==> config.mk <==
export PLATFORM = sky130hd
export DESIGN_NAME = magic_length_frame_deframer_unit
export DESIGN_NICKNAME = d
export VERILOG_FILES = /design/src/sv/mlfd_pkg.sv /design/src/sv/magic_length_frame_deframer_unit.sv /design/src/sv/mlfd_in_stage.sv /design/src/sv/mlfd_parser.sv /design/src/sv/mlfd_out_stage.sv
export SDC_FILE = /design/constraint.sdc
export NUM_CORES = 1
export LEC_CHECK = 0
export CAP_MARGIN = 30
export CORE_MARGIN = 4
export CORE_UTILIZATION = 30
export DETAILED_ROUTE_END_ITERATION = 10
export DONT_BUFFER_PORTS = 1
export GPL_TIMING_DRIVEN = 0
export SLEW_MARGIN = 25
export SYNTH_ARGS = -nofsm -noshare
export SYNTH_HDL_FRONTEND = slang
export SYNTH_SLANG_ARGS = --single-unit
==> constraint.sdc <==
create_clock -name clk -period 3.25 [get_ports clk]
set_input_delay 0.975 -clock clk [delete_from_list [all_inputs] [get_ports clk]]
set_output_delay 0.975 -clock clk [all_outputs]
set_load 0.05 [all_outputs]
==> src/sv/mlfd_pkg.sv <==
// ---------------------------------------------------------------------------
// mlfd_pkg: shared types for the length-prefixed message deframer
// Result kinds, parser phases, the sync word and the item structs that
// pass between the stages.
// ---------------------------------------------------------------------------
`default_nettype none

package mlfd_pkg;

	typedef enum logic [1:0] {
		KIND_DATA   = 2'd0,
		KIND_EMPTY  = 2'd1,
		KIND_SYNC   = 2'd2,
		KIND_CLOSED = 2'd3
	} result_kind_t;

	typedef enum logic [2:0] {
		PH_HUNT = 3'b001,
		PH_LEN  = 3'b010,
		PH_PAY  = 3'b100
	} phase_t;

	localparam int HDR_BYTES = 4;
	localparam int HDR_IDX_W = $clog2(HDR_BYTES);
	localparam logic [HDR_IDX_W-1:0] HDR_IDX_LAST = HDR_IDX_W'(HDR_BYTES - 1);

	// sync word, first byte on the wire first
	function automatic logic [7:0] sync_byte(input logic [HDR_IDX_W-1:0] idx);
		logic [7:0] b;
		case (idx)
			2'd0:    b = 8'h49;
			2'd1:    b = 8'h08;
			2'd2:    b = 8'h1e;
			default: b = 8'h00;
		endcase
		return b;
	endfunction

	typedef struct packed {
		logic [7:0] stream_byte;
		logic       link_closed;
	} in_item_t;

	typedef struct packed {
		logic         valid;
		result_kind_t kind;
		logic [7:0]   payload_byte;
		logic         last;
	} result_t;

endpackage

`default_nettype wire

==> src/sv/magic_length_frame_deframer_unit.sv <==
// ---------------------------------------------------------------------------
// magic_length_frame_deframer_unit: length-prefixed message deframer
// Hunts a four-byte sync word, reads a little-endian 32-bit length and
// forwards the payload bytes, marking the final one; reports empty
// messages, sync errors and link closure.
//
// Channel  Dir  tdata                  tuser             tlast
// s_       in   [7:0] stream_byte      [0] link_closed   -
// m_       out  [7:0] payload_byte     [1:0] result_kind last_of_message
//
// One transaction per cycle in, at most one result per cycle out.
// A byte passes the input register, then the parser step into the
// result register. The decode is a single pass through the phase logic.
// s_tready follows m_tready combinationally; a held result stalls input.
// Reset is asynchronous, active low; no clearing pass is needed.
// ---------------------------------------------------------------------------
`default_nettype none

module magic_length_frame_deframer_unit
	import mlfd_pkg::*;
(
	input  wire logic       clk,
	input  wire logic       arst_n,
	input  wire logic       s_tvalid,
	output logic            s_tready,
	input  wire logic [7:0] s_tdata,   // [7:0] stream_byte
	input  wire logic       s_tuser,   // [0] link_closed
	output logic            m_tvalid,
	input  wire logic       m_tready,
	output logic [7:0]      m_tdata,   // [7:0] payload_byte
	output logic [1:0]      m_tuser,   // [1:0] result_kind
	output logic            m_tlast
);

	in_item_t in_item, item_s1;
	logic     valid_s1;
	logic     down_free;
	logic     step;
	result_t  res, res_s2;

	assign in_item = '{stream_byte: s_tdata, link_closed: s_tuser};
	assign step    = valid_s1 && down_free;

	mlfd_in_stage u_in (
		.clk       (clk),
		.arst_n    (arst_n),
		.in_valid  (s_tvalid),
		.in_ready  (s_tready),
		.in_item   (in_item),
		.down_free (down_free),
		.valid_s1  (valid_s1),
		.item_s1   (item_s1)
	);

	mlfd_parser u_parser (
		.clk    (clk),
		.arst_n (arst_n),
		.step   (step),
		.item   (item_s1),
		.res    (res)
	);

	mlfd_out_stage u_out (
		.clk       (clk),
		.arst_n    (arst_n),
		.res       (res),
		.free      (down_free),
		.valid_s2  (m_tvalid),
		.out_ready (m_tready),
		.res_s2    (res_s2)
	);

	assign m_tdata = res_s2.payload_byte;
	assign m_tuser = res_s2.kind;
	assign m_tlast = res_s2.last;

endmodule

`default_nettype wire

==> src/sv/mlfd_in_stage.sv <==
// ---------------------------------------------------------------------------
// mlfd_in_stage: input register
// Captures one stream transaction and holds it until the parser takes it.
// ---------------------------------------------------------------------------
`default_nettype none

module mlfd_in_stage
	import mlfd_pkg::*;
(
	input  wire logic     clk,
	input  wire logic     arst_n,
	input  wire logic     in_valid,
	output logic          in_ready,
	input  wire in_item_t in_item,
	input  wire logic     down_free,
	output logic          valid_s1,
	output in_item_t      item_s1
);

	assign in_ready = !valid_s1 || down_free;

	always_ff @(posedge clk or negedge arst_n) begin
		if (!arst_n) begin
			valid_s1 <= 1'b0;
		end else if (in_ready) begin
			valid_s1 <= in_valid;
		end
	end

	always_ff @(posedge clk) begin
		if (in_valid && in_ready) begin
			item_s1 <= in_item;
		end
	end

endmodule

`default_nettype wire

==> src/sv/mlfd_parser.sv <==
// ---------------------------------------------------------------------------
// mlfd_parser: frame state and per-byte decode
// Tracks sync word, length field and payload count; forms at most one
// result per consumed item.
// ---------------------------------------------------------------------------
`default_nettype none

module mlfd_parser
	import mlfd_pkg::*;
(
	input  wire logic     clk,
	input  wire logic     arst_n,
	input  wire logic     step,
	input  wire in_item_t item,
	output result_t       res
);

	phase_t                phase_q, phase_d;
	logic [HDR_IDX_W-1:0]  hdr_idx_q, hdr_idx_d;
	// length during the header, then payload bytes still to come
	logic [31:0]           count_q, count_d;
	logic [31:0]           len_full;

	always_comb begin
		len_full = count_q | ({24'd0, item.stream_byte} << {hdr_idx_q, 3'b000});

		phase_d   = phase_q;
		hdr_idx_d = hdr_idx_q;
		count_d   = count_q;
		res       = '{valid: 1'b0, kind: KIND_DATA, payload_byte: 8'd0, last: 1'b0};

		if (item.link_closed) begin
			phase_d   = PH_HUNT;
			hdr_idx_d = '0;
			count_d   = '0;
			res       = '{valid: 1'b1, kind: KIND_CLOSED, payload_byte: 8'd0, last: 1'b1};
		end else begin
			unique case (phase_q)
				PH_LEN: begin
					count_d   = len_full;
					hdr_idx_d = hdr_idx_q + 1'b1;
					if (hdr_idx_q == HDR_IDX_LAST) begin
						if (len_full == 32'd0) begin
							phase_d = PH_HUNT;
							res = '{valid: 1'b1, kind: KIND_EMPTY, payload_byte: 8'd0,
								last: 1'b1};
						end else begin
							phase_d = PH_PAY;
						end
					end
				end
				PH_PAY: begin
					count_d = count_q - 32'd1;
					res = '{valid: 1'b1, kind: KIND_DATA, payload_byte: item.stream_byte,
						last: (count_q == 32'd1)};
					if (count_q == 32'd1) begin
						phase_d   = PH_HUNT;
						hdr_idx_d = '0;
					end
				end
				default: begin
					if (item.stream_byte != sync_byte(hdr_idx_q)) begin
						hdr_idx_d = '0;
						res = '{valid: 1'b1, kind: KIND_SYNC, payload_byte: 8'd0, last: 1'b1};
					end else begin
						hdr_idx_d = hdr_idx_q + 1'b1;
						count_d   = '0;
						if (hdr_idx_q == HDR_IDX_LAST) begin
							phase_d = PH_LEN;
						end
					end
				end
			endcase
		end

		res.valid = res.valid && step;
	end

	always_ff @(posedge clk or negedge arst_n) begin
		if (!arst_n) begin
			phase_q   <= PH_HUNT;
			hdr_idx_q <= '0;
			count_q   <= '0;
		end else if (step) begin
			phase_q   <= phase_d;
			hdr_idx_q <= hdr_idx_d;
			count_q   <= count_d;
		end
	end

	a_closed_hunts: assert property (@(posedge clk) disable iff (!arst_n)
		step && item.link_closed |=> phase_q == PH_HUNT && hdr_idx_q == '0)
		else $error("link close did not return to hunting");

	a_pay_nonzero: assert property (@(posedge clk) disable iff (!arst_n)
		phase_q == PH_PAY |-> count_q != 32'd0)
		else $error("payload phase with no bytes left");

	a_nondata_last: assert property (@(posedge clk) disable iff (!arst_n)
		res.valid && res.kind != KIND_DATA |-> res.last && res.payload_byte == 8'd0)
		else $error("status result not marked last or carries data");

	a_final_byte: assert property (@(posedge clk) disable iff (!arst_n)
		step && !item.link_closed && phase_q == PH_PAY && count_q == 32'd1
		|=> phase_q == PH_HUNT && hdr_idx_q == '0)
		else $error("final payload byte did not end the frame");

endmodule

`default_nettype wire

==> src/sv/mlfd_out_stage.sv <==
// ---------------------------------------------------------------------------
// mlfd_out_stage: result register
// Holds one result until the downstream side takes the transaction.
// ---------------------------------------------------------------------------
`default_nettype none

module mlfd_out_stage
	import mlfd_pkg::*;
(
	input  wire logic    clk,
	input  wire logic    arst_n,
	input  wire result_t res,
	output logic         free,
	output logic         valid_s2,
	input  wire logic    out_ready,
	output result_t      res_s2
);

	assign free = !valid_s2 || out_ready;

	always_ff @(posedge clk or negedge arst_n) begin
		if (!arst_n) begin
			valid_s2 <= 1'b0;
		end else if (free) begin
			valid_s2 <= res.valid;
		end
	end

	always_ff @(posedge clk) begin
		if (free && res.valid) begin
			res_s2 <= res;
		end
	end

endmodule

`default_nettype wire

# After elaboration in Yosys (flattened, before gate mapping)
# Cells that the tools add are included.
dict set report totals {
  ff_bits 59
}
dict set report op_classes {
  eq_ne 10
  reduce_logical 15
  n_addsub 2
  shift 1
  bitwise 1
  muxes 22
}
# cell count
set op_table {}
lappend op_table {{$mux 32} 2}
lappend op_table {{$pmux 32 s2} 1}
lappend op_table {{$mux 12} 4}
lappend op_table {{$eq 32x1->1 const B} 1}
lappend op_table {{$logic_not 32->1} 1}
lappend op_table {{$or 32x32->32} 1}
lappend op_table {{$shl 8x5->32} 1}
lappend op_table {{$sub 32x1->32 const B} 1}
lappend op_table {{$pmux 12 s2} 1}
lappend op_table {{$pmux 7 s3} 1}
lappend op_table {{$mux 3} 6}
lappend op_table {{$mux 8} 2}
lappend op_table {{$ne 8x8->1} 1}
lappend op_table {{$mux 2} 3}
lappend op_table {{$ne 3x2->1 const B} 2}
lappend op_table {{$pmux 3 s2} 1}
lappend op_table {{$reduce_and 5->1} 1}
lappend op_table {{$eq 2x2->1 const B} 2}
lappend op_table {{$logic_and 1x1->1} 4}
lappend op_table {{$ne 4x4->1 const B} 1}
lappend op_table {{$pmux 2 s2} 1}
lappend op_table {{$reduce_and 2->1} 2}
lappend op_table {{$eq 3x2->1 const B} 1}
lappend op_table {{$eq 3x3->1 const B} 1}
lappend op_table {{7 further kinds} 9}

# Logic depth before layout (Yosys ltp)
# Gate-level depths: netlist of run 1.
dict set report logic_depth {
  depth_word 10
  ltp_mapped 8
}

# By module
# From an unflattened synthesis of run 1, not the netlist that was laid out.
dict set report unflattened {
  cells_unflattened 408
  hier_area_um2 3853.7
}
# module area_each_um2 seq_area_each_um2 n_inst cells_each
set by_module_without_submodules {}
lappend by_module_without_submodules {mlfd_parser 3109.2 927.1 1 378}
lappend by_module_without_submodules {mlfd_out_stage 414.1 385.4 1 16}
lappend by_module_without_submodules {mlfd_in_stage 324.1 295.3 1 13}
lappend by_module_without_submodules {magic_length_frame_deframer_unit 6.3 0.0 1 1}

# Least setup slack after synthesis of run 1
# No wires, ideal clock.
dict set report synth_path {
  path_type {register -> register}
  startpoint {reg u_parser.count_q[4]}
  endpoint {reg, netlist name u_out.res_s2[0]}
  arrival_time_ps 2246
  path_stages_with_launch 8
  t_required_ps 2872
  period_less_slack_ps 2625
  setup_ps 378
  slack_ps 625
  path_cell_list {dfrtp_1 clkbuf_1 or4_1 clkbuf_1 nor4_1 nand4_1 and3_1 nor2_1}
}
dict set report synth_between {
  elab_chain_len 8
}
# item line
set synth_rtl {}
lappend synth_rtl {{start, declared} mlfd_parser.sv:21} ;# logic [31:0] count_q, count_d;
lappend synth_rtl {{start signal, assigned} mlfd_parser.sv:87} ;# count_q <= count_d;
lappend synth_rtl {{$or 32x32->32} mlfd_parser.sv:25} ;# len_full = count_q | ({24'd0, item.stream_byte} << {hdr_idx_q, 3'b000});
lappend synth_rtl {{$logic_not 32->1} mlfd_parser.sv:43} ;# if (len_full == 32'd0) begin
lappend synth_rtl {{$mux 12} mlfd_parser.sv:43}
lappend synth_rtl {{$mux 12} mlfd_parser.sv:42} ;# if (hdr_idx_q == HDR_IDX_LAST) begin
lappend synth_rtl {{$pmux 12 s2} mlfd_parser.sv:38} ;# unique case (phase_q)
lappend synth_rtl {{$mux 12} mlfd_parser.sv:32} ;# if (item.link_closed) begin
lappend synth_rtl {{$logic_and 1x1->1} mlfd_parser.sv:76} ;# res.valid = res.valid && step;
lappend synth_rtl {{$logic_and 1x1->1} mlfd_out_stage.sv:30} ;# if (free && res.valid) begin
# No other way between the ends.
# A chain may end at the register's enable or synchronous reset.

# Final worst setup path of run 1
dict set report layout_path {
  startpoint {reg u_parser.count_q[4]}
  endpoint {reg, netlist name u_out.res_s2[7]}
}
dict set report layout_between {
  elab_chain_len 8
}
# item line
set layout_rtl {}
lappend layout_rtl {{$or 32x32->32} mlfd_parser.sv:25}
lappend layout_rtl {{$logic_not 32->1} mlfd_parser.sv:43}
lappend layout_rtl {{$mux 12} mlfd_parser.sv:43}
lappend layout_rtl {{$mux 12} mlfd_parser.sv:42}
lappend layout_rtl {{$pmux 12 s2} mlfd_parser.sv:38}
lappend layout_rtl {{$mux 12} mlfd_parser.sv:32}
lappend layout_rtl {{$logic_and 1x1->1} mlfd_parser.sv:76}
lappend layout_rtl {{$logic_and 1x1->1} mlfd_out_stage.sv:30}
# No other way between the ends.

==> results of run 1 <==
-- final cells by class --
type / count / area (um^2)
Sequential cell: 59 / 1580
Multi-Input combinational cell: 302 / 1990
Buffer: 29 / 130
Tap cell: 168 / 210
Clock buffer: 11 / 233
Inverter: 7 / 26.3
Clock inverter: 5 / 53.8
Timing Repair Buffer: 1 / 11.3
Fill cell: 1230 / 7830
-- metrics by stage --
step / util / instances
detailed placement: 0.327 / 566
floorplan: - / 397
global placement: 0.326 / 565
finish: 0.351 / 582
CTS: 0.351 / 582
global route: 0.351 / 582
-- worst paths after layout --
check	start	end	slack (ns)	cells past startpoint
worst min-delay path	arst_n	u_parser.count_q[10]$_DFFE_PN0P_	0.33	0
worst min register to register	u_parser.count_q[16]$_DFFE_PN0P_	u_parser.count_q[16]$_DFFE_PN0P_	0.50	2
worst max-delay path	u_parser.count_q[4]$_DFFE_PN0P_	u_out.res_s2[7]$_SDFFCE_PP0P_	0.31	8
max in group asynchronous	arst_n	u_parser.phase_q[0]$_DFFE_PN1P_	2.73	0
worst max register to register	u_parser.count_q[4]$_DFFE_PN0P_	u_out.res_s2[7]$_SDFFCE_PP0P_	0.31	8
min in group clk	u_parser.count_q[16]$_DFFE_PN0P_	u_parser.count_q[16]$_DFFE_PN0P_	0.50	2
-- synthesized netlist by cell type, drive strengths merged (9+ instances only) --
| library cell | count |
|---|---|
| clkbuf | 20 |
| a21oi | 28 |
| and2 | 12 |
| a31oi | 15 |
| nor3 | 20 |
| nor2 | 27 |
| edfxtp | 20 |
| or3 | 11 |
| o31ai | 10 |
| o22ai | 11 |
| nor4 | 10 |
| buf | 9 |
| o21ai | 20 |
| nand2 | 19 |
| dfrtp | 38 |
| nand3 | 13 |
-- power groups by stage --
stage,Sequential [mW],Combinational [mW],Clock [mW]
floorplan,1.02,0.684,0
global placement,1.06,0.899,0
detailed placement,1.05,0.927,0
CTS,1.04,0.929,0.949
global route,1.06,1.03,0.989
finish,1.05,0.948,0.932
-- cell families (layout without fill, tap and decap cells) --
logic type,after synthesis,after routing,synth area share
xor gates and xnor gates,2,2,0.00471
DFF,59,59,0.424
AOI/OAI and AO/OA,133,133,0.246
adders and majority gates,5,5,0.0168
buffers and inverters,36,53,0.0421
and+or+nand+nor,159,159,0.256
muxes,3,3,0.00909
-- flip-flops by register name, indices dropped and copies added, names as in the netlist --
signal / count
u_in.item_s1: 9
u_in.valid_s1: 1
u_out.res_s2: 11
u_out.valid_s2: 1
u_parser.count_q: 32
u_parser.hdr_idx_q: 2
u_parser.phase_q: 3
-- per-layer routing --
| metal | global-route usage | wire length [um] |
|---|---|---|
| met1 | 0.229 | 4900 |
| met2 | 0.253 | 5360 |
| met3 | 0.0437 | 1220 |
| met4 | 0.0866 | 364 |
| met5 | 0 | 0 |
-- timing repair --
action	CTS	global route
setup endpoints to repair	0	6
setup buffers	0	0
resized for setup	0	1
==> flow_summary_export.csv, run 1 <==
group,metric,value,unit
global_routing,overflow,0,
placement,pre_cts_ws,0.129,ns
yosys,ys_seq_area_frac,0.424,
floorplanning,die_x,119,um
setup_path,crit_type,"register to register",
detailed_routing,drc,0,
global_routing,grt_util_all_layers,0.171,
clocking,cts_tree,"built",
setup_path,critPathTopFamily,"simple AND/OR/NAND/NOR gates",
sta,holdWs,0.328,ns
sta,worstMarginPinSlew,0.889,ns
global_routing,grt_pass1_vias,3429,
floorplanning,dieHeight,119,um
power,irDropWorstVdd,243,uV
detailed_routing,dr.pass1.iters,6,
floorplanning,initial_core_util,0.308,
global_routing,grt_pass1_wl,18900,um
detailed_routing,drtIter0Drc,424,
clocking,clk_pin_slew,0.06,ns
setup_path,worst_setup_path_end_kind,"register",
job,maxCapViolCount,0,
sta,skew,0.0101,ns
sta,rsz0062_at_grt,"false",
yosys,syn_avg_cell_area,9.36,um^2
finish,nets,427,
setup_path,cp.required,3.31,ns
setup_path,path_common_cell,"clkbuf_1",
yosys,synth_edf_count,20,
sta,setup_tns,0,ns
placement,dp_hpwl,8100,um
setup_path,cp_max_fo,10,
detailed_routing,wirelength,11800,um
clocking,cts.path.max_buffers,2,
finish,final_cell_mix,"dfrtp_1 (38), a21oi_1 (28), nor2_1 (25)",
setup_path,critPathLaunchType,"register",
yosys,synth_area_leader_cell,"dfrtp_1",
power,netSwitchingPower,1.15,mW
power,leakagePower,1.57,nW
clocking,cts_root_buf,"clkbuf_16",
yosys,synth_top_area_frac,0.256,
power,pwr-share-clk,0.319,
sta,slew_violations,0,
setup_path,cp_slowest_cell,"or4_1",
yosys,ys.warnings.count,0,
power,power_frac_seq,0.357,
yosys,ys_ff_latch,59,
yosys,synth-main-ff-cell,"dfrtp_1",
power,p_total,2.92,mW
yosys,synth.distinct_cells,66,
power,switching_share,0.392,
floorplanning,die_area,14200,um^2
power,internal_power,1.78,mW
sta,max_slew_margin,0.406,
clocking,postCtsHoldBufs,0,
sta,fmax,0.340,GHz
floorplanning,rows,40,
sta,fin_crit_sh,0.905,
global_routing,antenna_found_initial,0,
clocking,cts_sinks,59,
finish,layout_commonest_cell,"dfrtp_1",
finish,drive_gt1_frac,0.109,
sta,min_period,2.94,ns
detailed_routing,routedWlPerCell,20.3,um
clocking,cts_buffers,9,
placement,gp_congestion,0.954,
setup_path,arrival,3.00,ns
floorplanning,io_pins,26,
setup_path,slowest_delay,0.44,ns
finish,antennaDiodeCount,0,
detailed_routing,vias,3524,
yosys,synthCells,397,
yosys,synth_area,3720,um^2
status,outcome,"finished, final reports clean",
setup_path,worst-path-buf-inv,3,
yosys,synthArstFlopShare,0.661,
placement,placed_area,3950,um^2
floorplanning,core,12100,um^2
setup_path,worstPathCellList,"clkbuf_1 -> or4_1 -> clkbuf_1 -> nor4_1 -> nand4_1 -> and3_1 -> nor2_2 -> buf_6",
finish,final_area,4230,um^2
yosys,synth_nets,415,
min_path,hp-class,"input pin to async pin",
yosys,synth_area_leaders,"dfrtp_1 (26%), edfxtp_1 (16%), a21oi_1 (3.8%), nor2_1 (2.6%), a31oi_1 (2.5%)",
sta,finalHoldViolCount,0,
placement,port_buffers,0,
sta,setup_viol,0,
clocking,h-tree-depth,3,
sta,setup_ws,0.307,ns
power,p_comb_frac,0.324,
detailed_routing,vias_per_cell,6.05,
global_routing,grt_max_degree,40,
clocking,worstSkewPairLatency,0.34,ns
power,power.density,691,nW/um^2
detailed_routing,ant_nets,0,
finish,area_growth,13.9,%
Power figures use the tool's default switching activity.
==> run 2: changes to the inputs <==
clock period = 3.4 ns   (was 3.25 ns; I/O delays follow)
==> run 2 against run 1 <==
Net effect:
- core utilization hardly changed
- first-iteration DRC count up 5.7%
- highest routed layer unchanged
- sequential share of layout area is essentially flat
- critical path type unchanged
- non-clock buffer count did not move
- clock-buffer cell count stayed put
- total power fell by 4.3%
- clock skew down 0.0014 ns
- global-route usage stayed put
==> flow_summary_export.csv, run 2 (synthesis gave the netlist of run 1 again) <==
group,metric,value,unit
status,outcome,"finished, final reports clean",
global_routing,grt_pass1_wl,18900,um
min_path,hp-class,"input pin to async pin",
setup_path,crit_type,"register to register",
sta,holdWs,0.377,ns
global_routing,grt_util_all_layers,0.171,
placement,placed_area,3950,um^2
setup_path,arrival,3.22,ns
finish,nets,427,
detailed_routing,wirelength,11900,um
sta,setup_viol,0,
finish,fillerInstances,1229,
detailed_routing,drc,0,
sta,rsz0062_at_grt,"false",
global_routing,grt_max_degree,40,
finish,regArea,1580,um^2
placement,gp_congestion,0.954,
placement,port_buffers,0,
detailed_routing,ant_nets,0,
floorplanning,dieHeight,119,um
finish,largest_reg_flops,32,
floorplanning,die_x,119,um
setup_path,worst_setup_path_end_kind,"register",
finish,multi_input_area,1990,um^2
detailed_routing,dr.pass1.iters,6,
floorplanning,rows,40,
setup_path,critPathLaunchType,"register",
sta,slew_violations,0,
finish,antennaDiodeCount,0,
finish,drive_gt1_frac,0.106,
placement,pre_cts_ws,0.279,ns
floorplanning,io_pins,26,
sta,setup_tns,0,ns
floorplanning,die_area,14200,um^2
clocking,h-tree-depth,3,
finish,top_register,"u_parser.count_q",
job,maxCapViolCount,0,
finish,final_cell_mix,"dfrtp_1 (38), a21oi_1 (28), nor2_1 (26)",
clocking,cts_resized,0,
power,irDropWorstVdd,232,uV
floorplanning,initial_core_util,0.308,
global_routing,antenna_found_initial,0,
detailed_routing,vias_per_cell,6.16,
sta,min_period,3.17,ns
global_routing,grt_use_met3,0.0437,
power,leakagePower,1.57,nW
clocking,clk_pin_slew,0.05,ns
global_routing,grt_pass1_vias,3429,
detailed_routing,drtIter0Drc,448,
sta,fmax,0.316,GHz
sta,setup_ws,0.233,ns
detailed_routing,vias,3586,
setup_path,cp_max_fo,10,
clocking,cts_buffers,9,
finish,area_growth,13.8,%
clocking,cts_root_buf,"clkbuf_16",
setup_path,r2r_cells,8,
global_routing,grt_busiest_layer,"met2",
clocking,worstSkewPairLatency,0.34,ns
finish,layout_commonest_cell,"dfrtp_1",
global_routing,overflow,0,
finish,top_regs,"u_parser.count_q (32), u_out.res_s2 (11), u_in.item_s1 (9)",
global_routing,use_met2,0.253,
sta,worstMarginPinSlew,0.868,ns
power,power.density,661,nW/um^2
clocking,cts.path.max_buffers,2,
clocking,cts_sinks,59,
setup_path,cp.required,3.45,ns
clocking,cts_tree,"built",
finish,final_area,4230,um^2
sta,max_slew_margin,0.420,
sta,finalHoldViolCount,0,
global_routing,use_met1,0.229,
sta,skew,0.00868,ns
floorplanning,core,12100,um^2
sta,fin_crit_sh,0.931,
clocking,postCtsHoldBufs,0,
placement,dp_hpwl,8100,um
clocking,post_cts_buffers,0,
detailed_routing,routedWlPerCell,20.4,um
run 2: cell types whose count changed in the layout (fill, tap and decap cells not counted):
cell / delta
nor2_1: +1
nor2_2: -1
run 2: power by group:
part | leakage [nW] | switching (mW) | internal (mW)
registers | 0.717 | 0.164 | 0.836
logic | 0.725 | 0.611 | 0.299
clock network | 0.133 | 0.326 | 0.563
total | 1.57 | 1.10 | 1.70
run 2: path summary, 6_finish.rpt:
path	start	end	slack (ns)
min in group clk	u_parser.count_q[16]$_DFFE_PN0P_	u_parser.count_q[16]$_DFFE_PN0P_	0.50
worst min-delay path	arst_n	u_parser.count_q[16]$_DFFE_PN0P_	0.38
max in group asynchronous	arst_n	u_parser.phase_q[0]$_DFFE_PN1P_	2.84
worst max register to register	u_parser.count_q[4]$_DFFE_PN0P_	u_out.res_s2[7]$_SDFFCE_PP0P_	0.23
worst max-delay path	u_parser.count_q[4]$_DFFE_PN0P_	u_out.res_s2[7]$_SDFFCE_PP0P_	0.23
worst min register to register	u_parser.count_q[16]$_DFFE_PN0P_	u_parser.count_q[16]$_DFFE_PN0P_	0.50
run 2: metrics by stage:
step / std cells / power (mW) / utilization
after detailed placement: 566 / 1.89 / 0.327
after floorplan: 397 / 1.63 / -
after global placement: 565 / 1.87 / 0.326
after CTS: 582 / 2.79 / 0.351
after global routing: 582 / 2.94 / 0.351
final: 582 / 2.80 / 0.351
run 2: layout make-up:
class,instances,share of cell area
Multi-Input combinational cell,302,0.470
Sequential cell,59,0.373
Clock buffer,11,0.0550
Tap cell,168,0.0497
Buffer,29,0.0308
Clock inverter,5,0.0127
Inverter,7,0.00621
Timing Repair Buffer,1,0.00266
run 2: metal layers:
metal / up-vias / routed length (um)
li1: 1588 / -
met1: 1730 / 4810
met2: 234 / 5410
met3: 34 / 1250
met4: 0 / 399
met5: - / 0
run 2: critical path, stage by stage, from the launching register on:
cell and delay, ns:
dfrtp_1 0.35, clkbuf_1 0.22, or4_1 0.44, clkbuf_1 0.18, nor4_1 0.42, nand4_1 0.22, and3_1 0.27, nor2_1 0.55
buf_6 0.23
